--- src/rtl/lkv_pkg.sv ---
// Package for the LRU key-value cache: beat payload types, cell entry type
// and operation codes. No dependencies.
package lkv_pkg;

   localparam int CAP_W = 5;

   localparam logic ACT_GET = 1'b0;
   localparam logic ACT_PUT = 1'b1;

   typedef struct packed {
      logic               action;
      logic        [31:0] key;
      logic signed [31:0] value;
   } req_type;

   typedef struct packed {
      logic               hit;
      logic signed [31:0] read_value;
   } rsp_type;

   typedef struct packed {
      logic               valid;
      logic        [31:0] key;
      logic signed [31:0] value;
   } entry_type;

endpackage

--- src/rtl/lkv_cell.sv ---
// One storage cell of the recency-ordered chain: holds an entry, compares its key
// and takes its neighbor's entry on a shift. Depends on lkv_pkg.
module lkv_cell
   import lkv_pkg::*;
(
   input  logic        clock,
   input  logic        reset,
   input  logic        clear,
   input  logic        cmp_en,
   input  logic [31:0] cmp_key,
   input  logic        shift,
   input  entry_type   prev_entry,
   output entry_type   entry,
   output logic        match
);

   logic        valid_ff;
   logic        valid_in;
   logic [31:0] key_ff;
   logic signed [31:0] value_ff;
   logic        match_ff;
   logic        match_in;

   assign valid_in = clear ? 1'b0 : (shift ? prev_entry.valid : valid_ff);
   assign match_in = cmp_en ? (valid_ff && (key_ff == cmp_key)) : match_ff;

   always_ff @(posedge clock) begin
      if (reset) begin
         valid_ff <= 1'b0;
         match_ff <= 1'b0;
      end else begin
         valid_ff <= valid_in;
         match_ff <= match_in;
      end
   end

   always_ff @(posedge clock) begin
      if (shift) begin
         key_ff   <= prev_entry.key;
         value_ff <= prev_entry.value;
      end
   end

   assign entry.valid = valid_ff;
   assign entry.key   = key_ff;
   assign entry.value = value_ff;
   assign match       = match_ff;

endmodule

--- src/rtl/lru_key_value_cache.sv ---
// LRU key-value cache top level: chain of lkv_cell entries ordered by recency,
// control sequencer and response register. Depends on lkv_pkg and lkv_cell.
//
// Usage:
//   req channel (valid/ready) carries get or put beats with key and value.
//   rsp channel (valid/ready) returns one beat per request: hit flag and,
//   for a get hit, the stored value (zero otherwise).
//   csr_we/csr_wdata write the capacity; every write empties the store.
//   A capacity of zero acts as one, above ENTRIES it saturates.
// Sequence:
//   A request is registered when accepted, compared against all cells in the
//   match state, and its response is registered in the write state, which
//   waits while a held response is not taken. One request is in flight at a
//   time; the next one is accepted at the edge that writes the response, so
//   requests take the compare-then-shift sequence through the chain in turn.
//   Cell 0 is the most recent entry; the least recent live entry sits at
//   position live_count-1 and is the one dropped on eviction.
// Reset: all cells empty, capacity min(16, ENTRIES), no response pending.
// Stall: a pending response holds in the output register; an idle cache still
//   accepts a new request, and its update waits until the held beat is taken.
module lru_key_value_cache
   import lkv_pkg::*;
#(
   parameter int ENTRIES = 16
) (
   input  logic             clock,
   input  logic             reset,
   input  logic             req_valid,
   output logic             req_ready,
   input  req_type          req_data,
   output logic             rsp_valid,
   input  logic             rsp_ready,
   output rsp_type          rsp_data,
   input  logic             csr_we,
   input  logic [CAP_W-1:0] csr_wdata
);

   localparam int IDX_W     = $clog2(ENTRIES);
   localparam int CNT_W     = $clog2(ENTRIES + 1);
   localparam int CAP_RESET = (16 > ENTRIES) ? ENTRIES : 16;

   localparam logic [1:0] S_IDLE  = 2'd0;
   localparam logic [1:0] S_MATCH = 2'd1;
   localparam logic [1:0] S_WRITE = 2'd2;

   logic [1:0]       state_ff;
   logic [1:0]       state_in;
   req_type          req_ff;
   logic [CNT_W-1:0] live_ff;
   logic [CNT_W-1:0] live_in;
   logic [CNT_W-1:0] cap_ff;
   logic [CNT_W-1:0] cap_in;
   logic             rsp_valid_ff;
   rsp_type          rsp_data_ff;

   entry_type        cell_q [ENTRIES];
   logic [ENTRIES-1:0] match;
   logic [ENTRIES-1:0] shift;
   entry_type        head;

   logic             req_fire;
   logic             write_go;
   logic             any_hit;
   logic [IDX_W-1:0] hit_pos;
   logic signed [31:0] hit_value;
   logic             is_put;
   logic             full;
   logic             do_shift;
   logic [IDX_W-1:0] limit;

   assign write_go  = (state_ff == S_WRITE) && (!rsp_valid_ff || rsp_ready);
   assign req_ready = (state_ff == S_IDLE) || write_go;
   assign req_fire  = req_valid && req_ready;
   assign is_put    = (req_ff.action == ACT_PUT);
   assign full      = (live_ff >= cap_ff);

   always_comb begin
      any_hit   = 1'b0;
      hit_pos   = '0;
      hit_value = '0;
      for (int i = 0; i < ENTRIES; i++) begin
         if (match[i]) begin
            any_hit   = 1'b1;
            hit_pos   = hit_pos | IDX_W'(i);
            hit_value = hit_value | cell_q[i].value;
         end
      end
   end

   always_comb begin
      do_shift = write_go && (any_hit || is_put);
      if (any_hit) begin
         limit = hit_pos;
      end else if (full) begin
         limit = IDX_W'(live_ff - 1'b1);
      end else begin
         limit = live_ff[IDX_W-1:0];
      end
   end

   assign head.valid = 1'b1;
   assign head.key   = req_ff.key;
   assign head.value = is_put ? req_ff.value : hit_value;

   genvar g;
   generate
      for (g = 0; g < ENTRIES; g++) begin : g_cell
         entry_type prev_entry;
         if (g == 0) begin : g_head
            assign prev_entry = head;
         end else begin : g_link
            assign prev_entry = cell_q[g-1];
         end
         assign shift[g] = do_shift && (IDX_W'(g) <= limit);
         lkv_cell u_cell (
            .clock      (clock),
            .reset      (reset),
            .clear      (csr_we),
            .cmp_en     (state_ff == S_MATCH),
            .cmp_key    (req_ff.key),
            .shift      (shift[g]),
            .prev_entry (prev_entry),
            .entry      (cell_q[g]),
            .match      (match[g])
         );
      end
   endgenerate

   always_comb begin
      int c;
      c = int'(csr_wdata);
      if (c == 0) begin
         c = 1;
      end else if (c > ENTRIES) begin
         c = ENTRIES;
      end
      cap_in = csr_we ? CNT_W'(c) : cap_ff;
   end

   always_comb begin
      live_in = live_ff;
      if (csr_we) begin
         live_in = '0;
      end else if (write_go && is_put && !any_hit && !full) begin
         live_in = live_ff + 1'b1;
      end
   end

   always_comb begin
      state_in = state_ff;
      unique case (state_ff)
         S_IDLE: begin
            if (req_fire) begin
               state_in = S_MATCH;
            end
         end
         S_MATCH: begin
            state_in = S_WRITE;
         end
         S_WRITE: begin
            if (write_go) begin
               state_in = req_fire ? S_MATCH : S_IDLE;
            end
         end
         default: begin
            state_in = S_IDLE;
         end
      endcase
   end

   always_ff @(posedge clock) begin
      if (reset) begin
         state_ff     <= S_IDLE;
         live_ff      <= '0;
         cap_ff       <= CNT_W'(CAP_RESET);
         rsp_valid_ff <= 1'b0;
      end else begin
         state_ff <= state_in;
         live_ff  <= live_in;
         cap_ff   <= cap_in;
         if (write_go) begin
            rsp_valid_ff <= 1'b1;
         end else if (rsp_ready) begin
            rsp_valid_ff <= 1'b0;
         end
      end
   end

   always_ff @(posedge clock) begin
      if (req_fire) begin
         req_ff <= req_data;
      end
      if (write_go) begin
         rsp_data_ff.hit        <= any_hit;
         rsp_data_ff.read_value <= (any_hit && !is_put) ? hit_value : '0;
      end
   end

   assign rsp_valid = rsp_valid_ff;
   assign rsp_data  = rsp_data_ff;

endmodule

--- config.mk ---
export PLATFORM = sky130hd
export DESIGN_NAME = lru_key_value_cache
export DESIGN_NICKNAME = d
export VERILOG_FILES = /design/src/rtl/lkv_pkg.sv /design/src/rtl/lkv_cell.sv /design/src/rtl/lru_key_value_cache.sv
export SDC_FILE = /design/constraint.sdc
export NUM_CORES = 1
export LEC_CHECK = 0
export BUFFER_PORTS_ARGS = -buffer_cell sky130_fd_sc_hd__buf_2
export CORE_MARGIN = 10
export CORE_UTILIZATION = 60
export DETAILED_ROUTE_END_ITERATION = 8
export PLACE_DENSITY = 0.73
export SKIP_LAST_GASP = 1
export SLEW_MARGIN = 25
export SYNTH_ARGS = -nofsm -noshare
export SYNTH_HDL_FRONTEND = slang
export SYNTH_SLANG_ARGS = --single-unit
--- constraint.sdc ---
create_clock -name clock -period 7.5 [get_ports clock]
set_input_delay 1.125 -clock clock [delete_from_list [all_inputs] [get_ports clock]]
set_output_delay 1.125 -clock clock [all_outputs]
set_load 0.03 [all_outputs]
# After elaboration in Yosys (flattened, before gate mapping)
# Index checks and enable logic that the tools add are counted.
# Widths: inputs -> output; s select.
# totals
regBits,1167
inputBits,75
out_inout_bits,35
word_cells,237
# classes
add_sub_neg,2
n_lt_le_gt_ge,18
n_eq_ne,20
n_mux,58
bitwise_logic,15
reduce_logical,51
# op_table
cell,n
$mux 32,17
$eq 32x32->1,16
$or 32x32->32,15
$mux 4,10
$logic_and 1x1->1,39
$le 4x4->1 const A,8
$mux 1,20
$le 3x4->1 const A,4
$mux 3,4
$mux 5,2
$le 1x4->1 const A,2
$le 2x4->1 const A,2
$mux 2,4
$pmux 2 s3,1
$add 5x1->5 const B,1
$ge 5x5->1,1
$gt 5x5->1 const B,1
$logic_not 5->1,1
$logic_not 1->1,4
$ne 2x2->1 const B,2
$sub 4x1->4 const B,1
$logic_or 1x1->1,3
$eq 2x1->1 const B,1
$eq 2x2->1 const B,1
4 further kinds,4

# Logic depth before layout (Yosys ltp)
# Gate-level depths: netlist (run 1).
# logic_depth
word_depth,32
ltp_mapped,13
depth_no_buf,12

# By module
# From an unflattened synthesis (run 1), not the netlist that was laid out.
# hier_totals
hier_cells,2600
hier_area_um2,44906.8
# by_module_without_submodules
module,n_inst,cells_each,area_per_inst_um2,seq_area_each_um2
lkv_cell,16,116,2348.5,1961.9
lru_key_value_cache,1,744,7330.8,3203.1

# Worst setup path after synthesis (run 1)
# No wires, ideal clock.
# synth_timing
kind,input to register
startpoint,input rsp_ready
endpoint,"register g_cell[10].u_cell.key_ff[0], enable pin"
setup_ns,0.486
arrival_ns,6.473
t_required_ns,7.014
setup_slack_ns,0.540
cell_stages,6
n_path_buf,0
cell_sequence,nor2b_1 > nor2_1 > o21ai_4 > inv_4 > nand2_8 > nor2_1
# synth_between
elab_chain_cells,4
# synth_lines
item,line_no,rtl
start: declaration,lru_key_value_cache.sv:32,"input logic rsp_ready,"
$logic_or 1x1->1,lru_key_value_cache.sv:71,assign write_go = (state_ff == S_WRITE) && (!rsp_valid_ff || rsp_ready);
$logic_and 1x1->1,lru_key_value_cache.sv:71,
via write_go,lru_key_value_cache.sv:62,logic write_go;
$logic_and 1x1->1,lru_key_value_cache.sv:91,do_shift = write_go && (any_hit || is_put);
$logic_and 1x1->1,lru_key_value_cache.sv:114,assign shift[g] = do_shift && (IDX_W'(g) <= limit);
via g_cell[10].u_cell.shift,lkv_cell.sv:11,"input logic shift,"
end signal: assignment,lkv_cell.sv:39,key_ff <= prev_entry.key;
end: declaration,lkv_cell.sv:19,logic [31:0] key_ff;
# The timed path passes the listed nets, and every way through them passes these cells.
# A chain may end at the register's enable or synchronous reset.

# Worst setup path after layout (run 1)
# layout_timing
startpoint,register g_cell[3].u_cell.match_ff
endpoint,"register g_cell[13].u_cell.key_ff[11], enable pin"
# layout_between
elab_chain_cells,16
word_cells_on_any_way,31
cone_classes,order compare: 1; mux: 27; reduce/logical: 3
# layout_lines
item,line_no,rtl
start: declaration,lkv_cell.sv:21,logic match_ff;
start signal: assignment,lkv_cell.sv:33,match_ff <= match_in;
$mux 1 * (13 in a row),lru_key_value_cache.sv:82,if (match[i]) begin
via any_hit,lru_key_value_cache.sv:63,logic any_hit;
$mux 4 / $logic_or 1x1->1 (equally long branches),"lru_key_value_cache.sv:92, lru_key_value_cache.sv:91",
$le 4x4->1 / $logic_and 1x1->1 (equally long branches),"lru_key_value_cache.sv:114, lru_key_value_cache.sv:91",
$logic_and 1x1->1 *,lru_key_value_cache.sv:114,
via g_cell[13].u_cell.shift,lkv_cell.sv:11,
end signal: assignment,lkv_cell.sv:39,
end: declaration,lkv_cell.sv:19,
# The timed path passes the listed nets; every way through them passes the cells marked *.

==> metrics.log, run 1 <==
[metrics] setup repair after global routing missed its margin: no
[metrics] global-route usage over all layers: 0.254
[metrics] number of optimization iterations in the first detailed-route pass: 5
[metrics] number of hold violations in the final report: 0
[metrics] post-cts gate resize count: 0
[metrics] Switching Power: ~2700 uW
[metrics] minimum setup slack among reg-to-reg paths: between 2 and 3 ns
[metrics] leading post-synthesis cells by cell area: edfxtp_1, xor2_1, xnor2_1
[metrics] Design Area, Final: 50300 um^2
[metrics] endpoint type of the worst setup path: flop
[metrics] sequence of cells on the critical path: nor4_1 > nand3_2 > nor2_8 > inv_4 > o21ai_4 > inv_6 > nand2_8 > inv_8 > nand2_4 > nor2_4 > buf_4
[metrics] count of standard-cell rows: 100
[metrics] starting DRC count in detailed routing: just over 3000
[metrics] Syn-to-layout area delta: 11.6%
[metrics] Max Clk Rate: between 0.2 and 0.25 GHz
[metrics] Sink Count: 1167
[metrics] tightest slew margin relative to the limit: 0.238
[metrics] antenna violations before repair: 2
[metrics] buffers inserted by post-CTS timing repair: 0
[metrics] number of routed nets with antenna violations: 0
[metrics] CORE AREA: 74400 um^2
[metrics] area occupied by multi-input gates: just under 10000 um^2
[metrics] register clock-pin slew on the reported worst setup and hold paths: 0.06 ns
[metrics] I/O pin count: 110
[metrics] cell taking the most area after synthesis: edfxtp_1
[metrics] worst reg-to-reg path cell count: 11
[metrics] via count of the first global-routing pass: ~25000
[metrics] maximum fanout along the worst path: 69
[metrics] grt ovf: 0
[metrics] Total Power Consumption: 12800 uW
[metrics] part of the total power dissipated in combinational logic: 0.031
[metrics] main combinational cell family by area after synthesis: XOR/XNOR gates
[metrics] layer with the highest usage: met2
[metrics] sequential-to-total area share from yosys stat: 0.767
[metrics] met3 routing resource usage after global routing: 0.0640
[metrics] power per cell area: between 200 and 300 nW/um^2
[metrics] adder-cell share of the synthesized area: 0.00194
[metrics] synthesized area per cell: roughly 17 um^2
[metrics] fraction of synthesis flops using an asynchronous set or reset pin: 0
[metrics] critical path class: reg2reg
[metrics] delay of the slowest cell on the worst path: approximately 1.1 ns
[metrics] Die Outline Area: between 80000 and 90000 um^2
[metrics] global routing usage on met1: 0.339
[metrics] count of unique library cells instantiated by Yosys: between 50 and 60
[metrics] H-tree depth reported by CTS: 3
[metrics] maximum number of pins on one net before global-route repair: 70
[metrics] gate count of the mapped netlist: ~2600
[metrics] dominant synthesized flop cell: edfxtp_1
[metrics] most frequent cell after synthesis: edfxtp_1
[metrics] effective utilization at floorplan: 0.606
[metrics] Worst Path Required: 7.81 ns
[metrics] Net Sw Frac: 0.207
[metrics] net count of the finished layout: 2860
[metrics] number of warnings printed during yosys synthesis: 0
[metrics] die span in y: a little under 300 um
[metrics] worst setup slack after layout: 2.54 ns
[metrics] internal power: around 10000 uW
[metrics] sequential cell area in the final layout: roughly 35000 um^2
[metrics] basic-gate share of the synthesized area counting and, or, nand and nor cells: 0.0504
[metrics] setup clock skew after layout: 0.0260 ns
[metrics] drt wl/cell: around 29 um
[metrics] clock latency of the later-clocked register in the worst-skew pair: 0.70 ns
[metrics] share of the synthesized area in the top cell type: 0.747
[metrics] gp weighted congestion: approximately 0.95
[metrics] I/O Buffers: around 110
[metrics] part of the power in the clock network: 0.413
[metrics] cell leakage power: approximately 0.016 uW
[metrics] count of non-filler cells in the finished layout: 3836
[metrics] vias: between 20000 and 25000
[metrics] mux share of post-synthesis cell area: 0.0105
[metrics] type of the worst min-delay path: reg2reg
[metrics] first-pass GRT wire length: between 150000 and 200000 um
[metrics] number of nets produced by synthesis: approximately 2700
[metrics] Avg Vias per Cell: approximately 6.4
[metrics] number of enable flip-flop cells after synthesis: around 1100
[metrics] number of fillers in the final layout: 4814
[metrics] area of the mapped netlist: 45100 um^2
[metrics] Clk Tree Root Cell: clkbuf_16
[metrics] cell area after placement: 46800 um^2
[metrics] sort of element at the start of the critical path: flop
[metrics] post-placement setup slack: roughly 2.3 ns
[metrics] fraction of layout cells with a size suffix above 1: 0.129
[metrics] Detailed Place HPWL: slightly above 70000 um
[metrics] result of the run: finished, final reports clean
[metrics] share of the synthesized netlist area taken by xor and xnor gates: 0.100
[metrics] TritonCTS clock tree: yes
[metrics] clock period minus final worst setup slack: approximately 5 ns
[metrics] Residual DRC: 0
[metrics] synthesized-area fraction occupied by ao, oa, aoi and oai cells: 0.0530
[metrics] final count of pins violating max slew: 0
[metrics] worst IR drop on VDD: around 0.00023 V
[metrics] cell with the largest stage delay on the worst path: dfxtp_2
[metrics] CTS hold repair buffers: 0
[metrics] Slew @ Worst Pin: about 1.1 ns
[metrics] deepest clock path buffer count: 3
[metrics] Final setup viols: 0
[metrics] Horiz. Die Dim: 294 um
[metrics] Placed Cells: around 3600
[metrics] fraction of power consumed by sequential logic: 0.556
[metrics] number of CTS-inserted buffers: 112
[metrics] hold path depth: 0
[metrics] final critical-path share of the clock period: 0.661
[metrics] final routed wirelength across all metal layers: between 100000 and 150000 um
[metrics] Synth top cells by count: edfxtp_1, xor2_1, xnor2_1, a22oi_1, clkbuf_1
[metrics] Data arrival, critical path: around 5.3 ns
[metrics] reported max-cap violation count: 0
[metrics] setup TNS: 0 ns
[metrics] GR Util met2: 0.401
[metrics] flops & latches, synth: between 1000 and 1500
[worst max-delay path: cells and delay by family, from the launching register on]
family	cells	cell delay, ns
AO/OA/AOI/OAI	1	0.13
AND/OR/NAND/NOR	6	1.59
buffers and inverters	4	1.73
flip-flops	1	1.05
[path summary, 6_finish.rpt]
check                                       endpoint                                    start
min          g_cell[9].u_cell.value_ff[10]$_DFFE_PP_  g_cell[8].u_cell.value_ff[10]$_DFFE_PP_
max reg2reg   g_cell[13].u_cell.key_ff[11]$_DFFE_PP_      g_cell[3].u_cell.match$_SDFFE_PP0N_
min reg2reg  g_cell[9].u_cell.value_ff[10]$_DFFE_PP_  g_cell[8].u_cell.value_ff[10]$_DFFE_PP_
max           g_cell[13].u_cell.key_ff[11]$_DFFE_PP_      g_cell[3].u_cell.match$_SDFFE_PP0N_
[sequential cells by signal (all words and copies together) (netlist names)]
| register | cells |
|---|---|
| g_cell.u_cell.key_ff | 512 |
| req_ff | 32 |
| g_cell.prev_entry | 32 |
| g_cell.u_cell.match | 16 |
| rsp_valid | 1 |
| state_ff | 2 |
| g_cell.u_cell.valid_ff | 16 |
| cap_ff | 5 |
| g_cell.u_cell.value_ff | 512 |
| live_ff | 5 |
| is_put | 1 |
| rsp_data | 33 |
[cells in the final DEF, fill, tap and decap left out, types with 46 or more instances in the layout]
cell type / netlist / routed
xor2_1: 322 / 322
buf_4: 0 / 58
xnor2_1: 195 / 195
clkbuf_16: 0 / 114
a22oi_1: 168 / 168
mux2i_1: 46 / 46
nand3_1: 47 / 47
nor4_1: 102 / 102
nor2_1: 83 / 79
buf_2: 6 / 109
nand4_1: 102 / 102
edfxtp_1: 1122 / 1122
[power by group through the flow]
stage          logic, uW  registers [uW]  clock network, uW
2_1_floorplan        242            7280                  0
3_3_place_gp         390            7270                  0
3_5_place_dp         399            7280                  0
4_1_cts              402            7140               5330
5_1_grt              428            7140               5600
6_report             403            7140               5310
[cell type report]
cell class	instances	share of cell area
antenna	1	0.0000497
inverter	44	0.00358
tap	969	0.0241
timing repair buffer	171	0.0214
multi-input combinational	1282	0.195
sequential	1167	0.688
clock buffer	142	0.0588
clock inverter	60	0.00885
[logic make-up after synthesis]
group	after synthesis
adders and majority gates	7
AOI/OAI and AO/OA	303
xor gates and xnor gates	517
DFF	1167
muxes	47
buffers and inverters	189
and+or+nand+nor	408
[metal layers]
metal / routed length (um) / vias to the layer above
li1: - / 10400
met1: 42300 / 12200
met2: 51200 / 1564
met3: 12100 / 305
met4: 4330 / 2
met5: 9 / -
[metrics by stage]
stage,utilization,hold WS [ns]
3_5_place_dp,0.629,0.433
3_3_place_gp,0.629,0.428
4_1_cts,0.675,0.449
5_1_grt,0.676,0.457
2_1_floorplan,-,0.424
6_report,0.676,0.448
(Power assumes the default switching activity.)
==> inputs of run 2 (changes only) <==
--- a/config.mk
+++ b/config.mk
@@ -7,9 +7,9 @@
 export LEC_CHECK = 0
 export BUFFER_PORTS_ARGS = -buffer_cell sky130_fd_sc_hd__buf_2
 export CORE_MARGIN = 10
-export CORE_UTILIZATION = 60
+export CORE_UTILIZATION = 56
 export DETAILED_ROUTE_END_ITERATION = 8
-export PLACE_DENSITY = 0.73
+export PLACE_DENSITY = 0.71
 export SKIP_LAST_GASP = 1
 export SLEW_MARGIN = 25
 export SYNTH_ARGS = -nofsm -noshare
==> constraint.sdc (replaced) <==
create_clock -name clock -period 4.55 [get_ports clock]
set_input_delay 0.6825 -clock clock [delete_from_list [all_inputs] [get_ports clock]]
set_output_delay 0.6825 -clock clock [all_outputs]
set_load 0.03 [all_outputs]
==> metrics.log, run 2 (synthesis results as in run 1) <==
[metrics] result of the run: finished, final reports clean
[metrics] sequence of cells on the critical path: ha_1 > a21oi_1 > o21ai_1 > a31oi_4 > mux2_2 > nor2_2 > o21ai_4 > o21ai_4 > buf_4
[metrics] Clk Tree Root Cell: clkbuf_16
[metrics] setup repair after global routing missed its margin: no
[metrics] antenna violations before repair: 3
[metrics] Net Sw Frac: 0.205
[metrics] maximum fanout along the worst path: between 60 and 70
[metrics] power per cell area: 421 nW/um^2
[metrics] fraction of layout cells with a size suffix above 1: 0.144
[metrics] part of the power in the clock network: 0.418
[metrics] count of non-filler cells in the finished layout: 3954
[metrics] reported max-cap violation count: 0
[metrics] cell repeated most along the worst path: o21ai_4
[metrics] Max Clk Rate: approximately 0.26 GHz
[metrics] number of routed nets with antenna violations: 0
[metrics] deepest clock path buffer count: 3
[metrics] grt ovf: 0
[metrics] via count of the first global-routing pass: between 20000 and 30000
[metrics] buffers inserted by post-CTS timing repair: 0
[metrics] final count of pins violating max slew: 0
[metrics] Die Outline Area: just over 90000 um^2
[metrics] tightest slew margin relative to the limit: 0.268
[metrics] type of the worst min-delay path: in2reg
[metrics] Data arrival, critical path: 4.07 ns
[metrics] I/O Buffers: 109
[metrics] Switching Power: 4400 uW
[metrics] H-tree depth reported by CTS: 3
[metrics] gp weighted congestion: between 0.9 and 1
[metrics] worst reg-to-reg path cell count: 9
[metrics] setup TNS: 0 ns
[metrics] final critical-path share of the clock period: 0.831
[metrics] number of hold violations in the final report: 0
[metrics] CTS hold repair buffers: 0
[metrics] internal power: 17000 uW
[metrics] CORE AREA: just under 80000 um^2
[metrics] Placed Cells: 3750
[metrics] effective utilization at floorplan: 0.568
[metrics] fraction of the core area covered by cells at the end of the flow: 0.641
[metrics] post-placement setup slack: around 0.86 ns
[metrics] Avg Vias per Cell: 6.23
[metrics] global-route usage over all layers: 0.235
[metrics] Horiz. Die Dim: between 300 and 400 um
[metrics] Residual DRC: 0
[metrics] count of standard-cell rows: about 100
[metrics] number of CTS-inserted buffers: between 100 and 150
[metrics] net count of the finished layout: approximately 2900
[metrics] starting DRC count in detailed routing: slightly above 3000
[metrics] Detailed Place HPWL: between 70000 and 80000 um
[metrics] fraction of power consumed by sequential logic: 0.554
[metrics] clock latency of the later-clocked register in the worst-skew pair: 0.68 ns
[metrics] final routed wirelength across all metal layers: between 100000 and 150000 um
[metrics] post-cts gate resize count: 0
[metrics] drt wl/cell: 28.1 um
[metrics] most frequent cells in the layout: edfxtp_1, xor2_1, xnor2_1, a22oi_1, clkbuf_16
[metrics] Worst Path Required: just under 5 ns
[metrics] clock period minus final worst setup slack: 3.78 ns
[metrics] critical path class: reg2reg
[metrics] register clock-pin slew on the reported worst setup and hold paths: 0.06 ns
[metrics] cell with the largest stage delay on the worst path: buf_4
[metrics] TritonCTS clock tree: yes
[metrics] Final setup viols: 0
[metrics] hold path depth: 1
[metrics] first-pass GRT wire length: around 160000 um
[metrics] delay of the slowest cell on the worst path: between 0.7 and 0.8 ns
[metrics] setup clock skew after layout: roughly 0.019 ns
[metrics] cell leakage power: ~0.017 uW
[metrics] maximum number of pins on one net before global-route repair: between 60 and 70
[metrics] I/O pin count: 110
[metrics] most common cell after layout, fill and taps aside: edfxtp_1
[metrics] Sink Count: between 1000 and 1500
[metrics] worst IR drop on VDD: 0.000336 V
[metrics] endpoint type of the worst setup path: flop
[metrics] sort of element at the start of the critical path: flop
[metrics] number of optimization iterations in the first detailed-route pass: 5
[metrics] part of the total power dissipated in combinational logic: 0.028
[metrics] Slew @ Worst Pin: about 1.1 ns
[metrics] die span in y: roughly 300 um
[metrics] Syn-to-layout area delta: 12.8%
[metrics] vias: 24600
[metrics] worst setup slack after layout: 0.770 ns
[run 2: path summary, 6_finish.rpt]
| path | from | to | slack [ns] |
|---|---|---|---|
| max | live_ff[2]$_SDFFE_PP0P_ | g_cell[1].u_cell.key_ff[26]$_DFFE_PP_ | 0.77 |
| min | req_data[51] | g_cell[0].prev_entry[51]$_DFFE_PP_ | 0.18 |
| max reg2reg | live_ff[2]$_SDFFE_PP0P_ | g_cell[1].u_cell.key_ff[26]$_DFFE_PP_ | 0.77 |
| min reg2reg | g_cell[1].u_cell.value_ff[15]$_DFFE_PP_ | g_cell[2].u_cell.value_ff[15]$_DFFE_PP_ | 0.44 |
[run 2: critical path: cells and delay by family (launching register included)]
family / cells / cell delay, ns
AOI/OAI and AO/OA: 5 / 0.88
buffers and inverters: 1 / 0.75
DFF: 1 / 0.51
muxes: 1 / 0.39
and+or+nand+nor: 1 / 0.37
adders and majority gates: 1 / 0.32
[run 2: power groups by stage]
| stage | combinational [uW] | clock, uW | sequential (uW) |
|---|---|---|---|
| floorplan | 401 | 0 | 12000 |
| global placement | 582 | 0 | 12100 |
| detailed placement | 596 | 0 | 12100 |
| CTS | 600 | 9020 | 11900 |
| global route | 651 | 9440 | 11900 |
| finish | 607 | 8960 | 11900 |
[run 2: routing by layer]
layer | global-route usage | vias up | share of wire
met5 | 0 | - | 0.00014
li1 | - | 10500 | -
met1 | 0.330 | 12300 | 0.41
met3 | 0.0468 | 270 | 0.11
met4 | 0.0833 | 2 | 0.033
met2 | 0.363 | 1585 | 0.45
[run 2: final cells by class]
type	instances	area [um^2]
Sequential cell	1167	34600
Fill cell	5527	28500
Antenna cell	1	2.50
Multi-Input combinational cell	1282	9830
Clock inverter	62	536
Inverter	44	181
Timing Repair Buffer	209	1460
Tap cell	1050	1310
Clock buffer	139	2940
[run 2: through the flow]
step	total power, uW	hold slack (ns)	cell area [um^2]
after detailed placement	12700	0.435	47400
after CTS	21500	0.151	50800
after floorplan	12400	0.424	45100
after global routing	22000	0.161	50900
after global placement	12700	0.428	47300
final	21400	0.182	50900
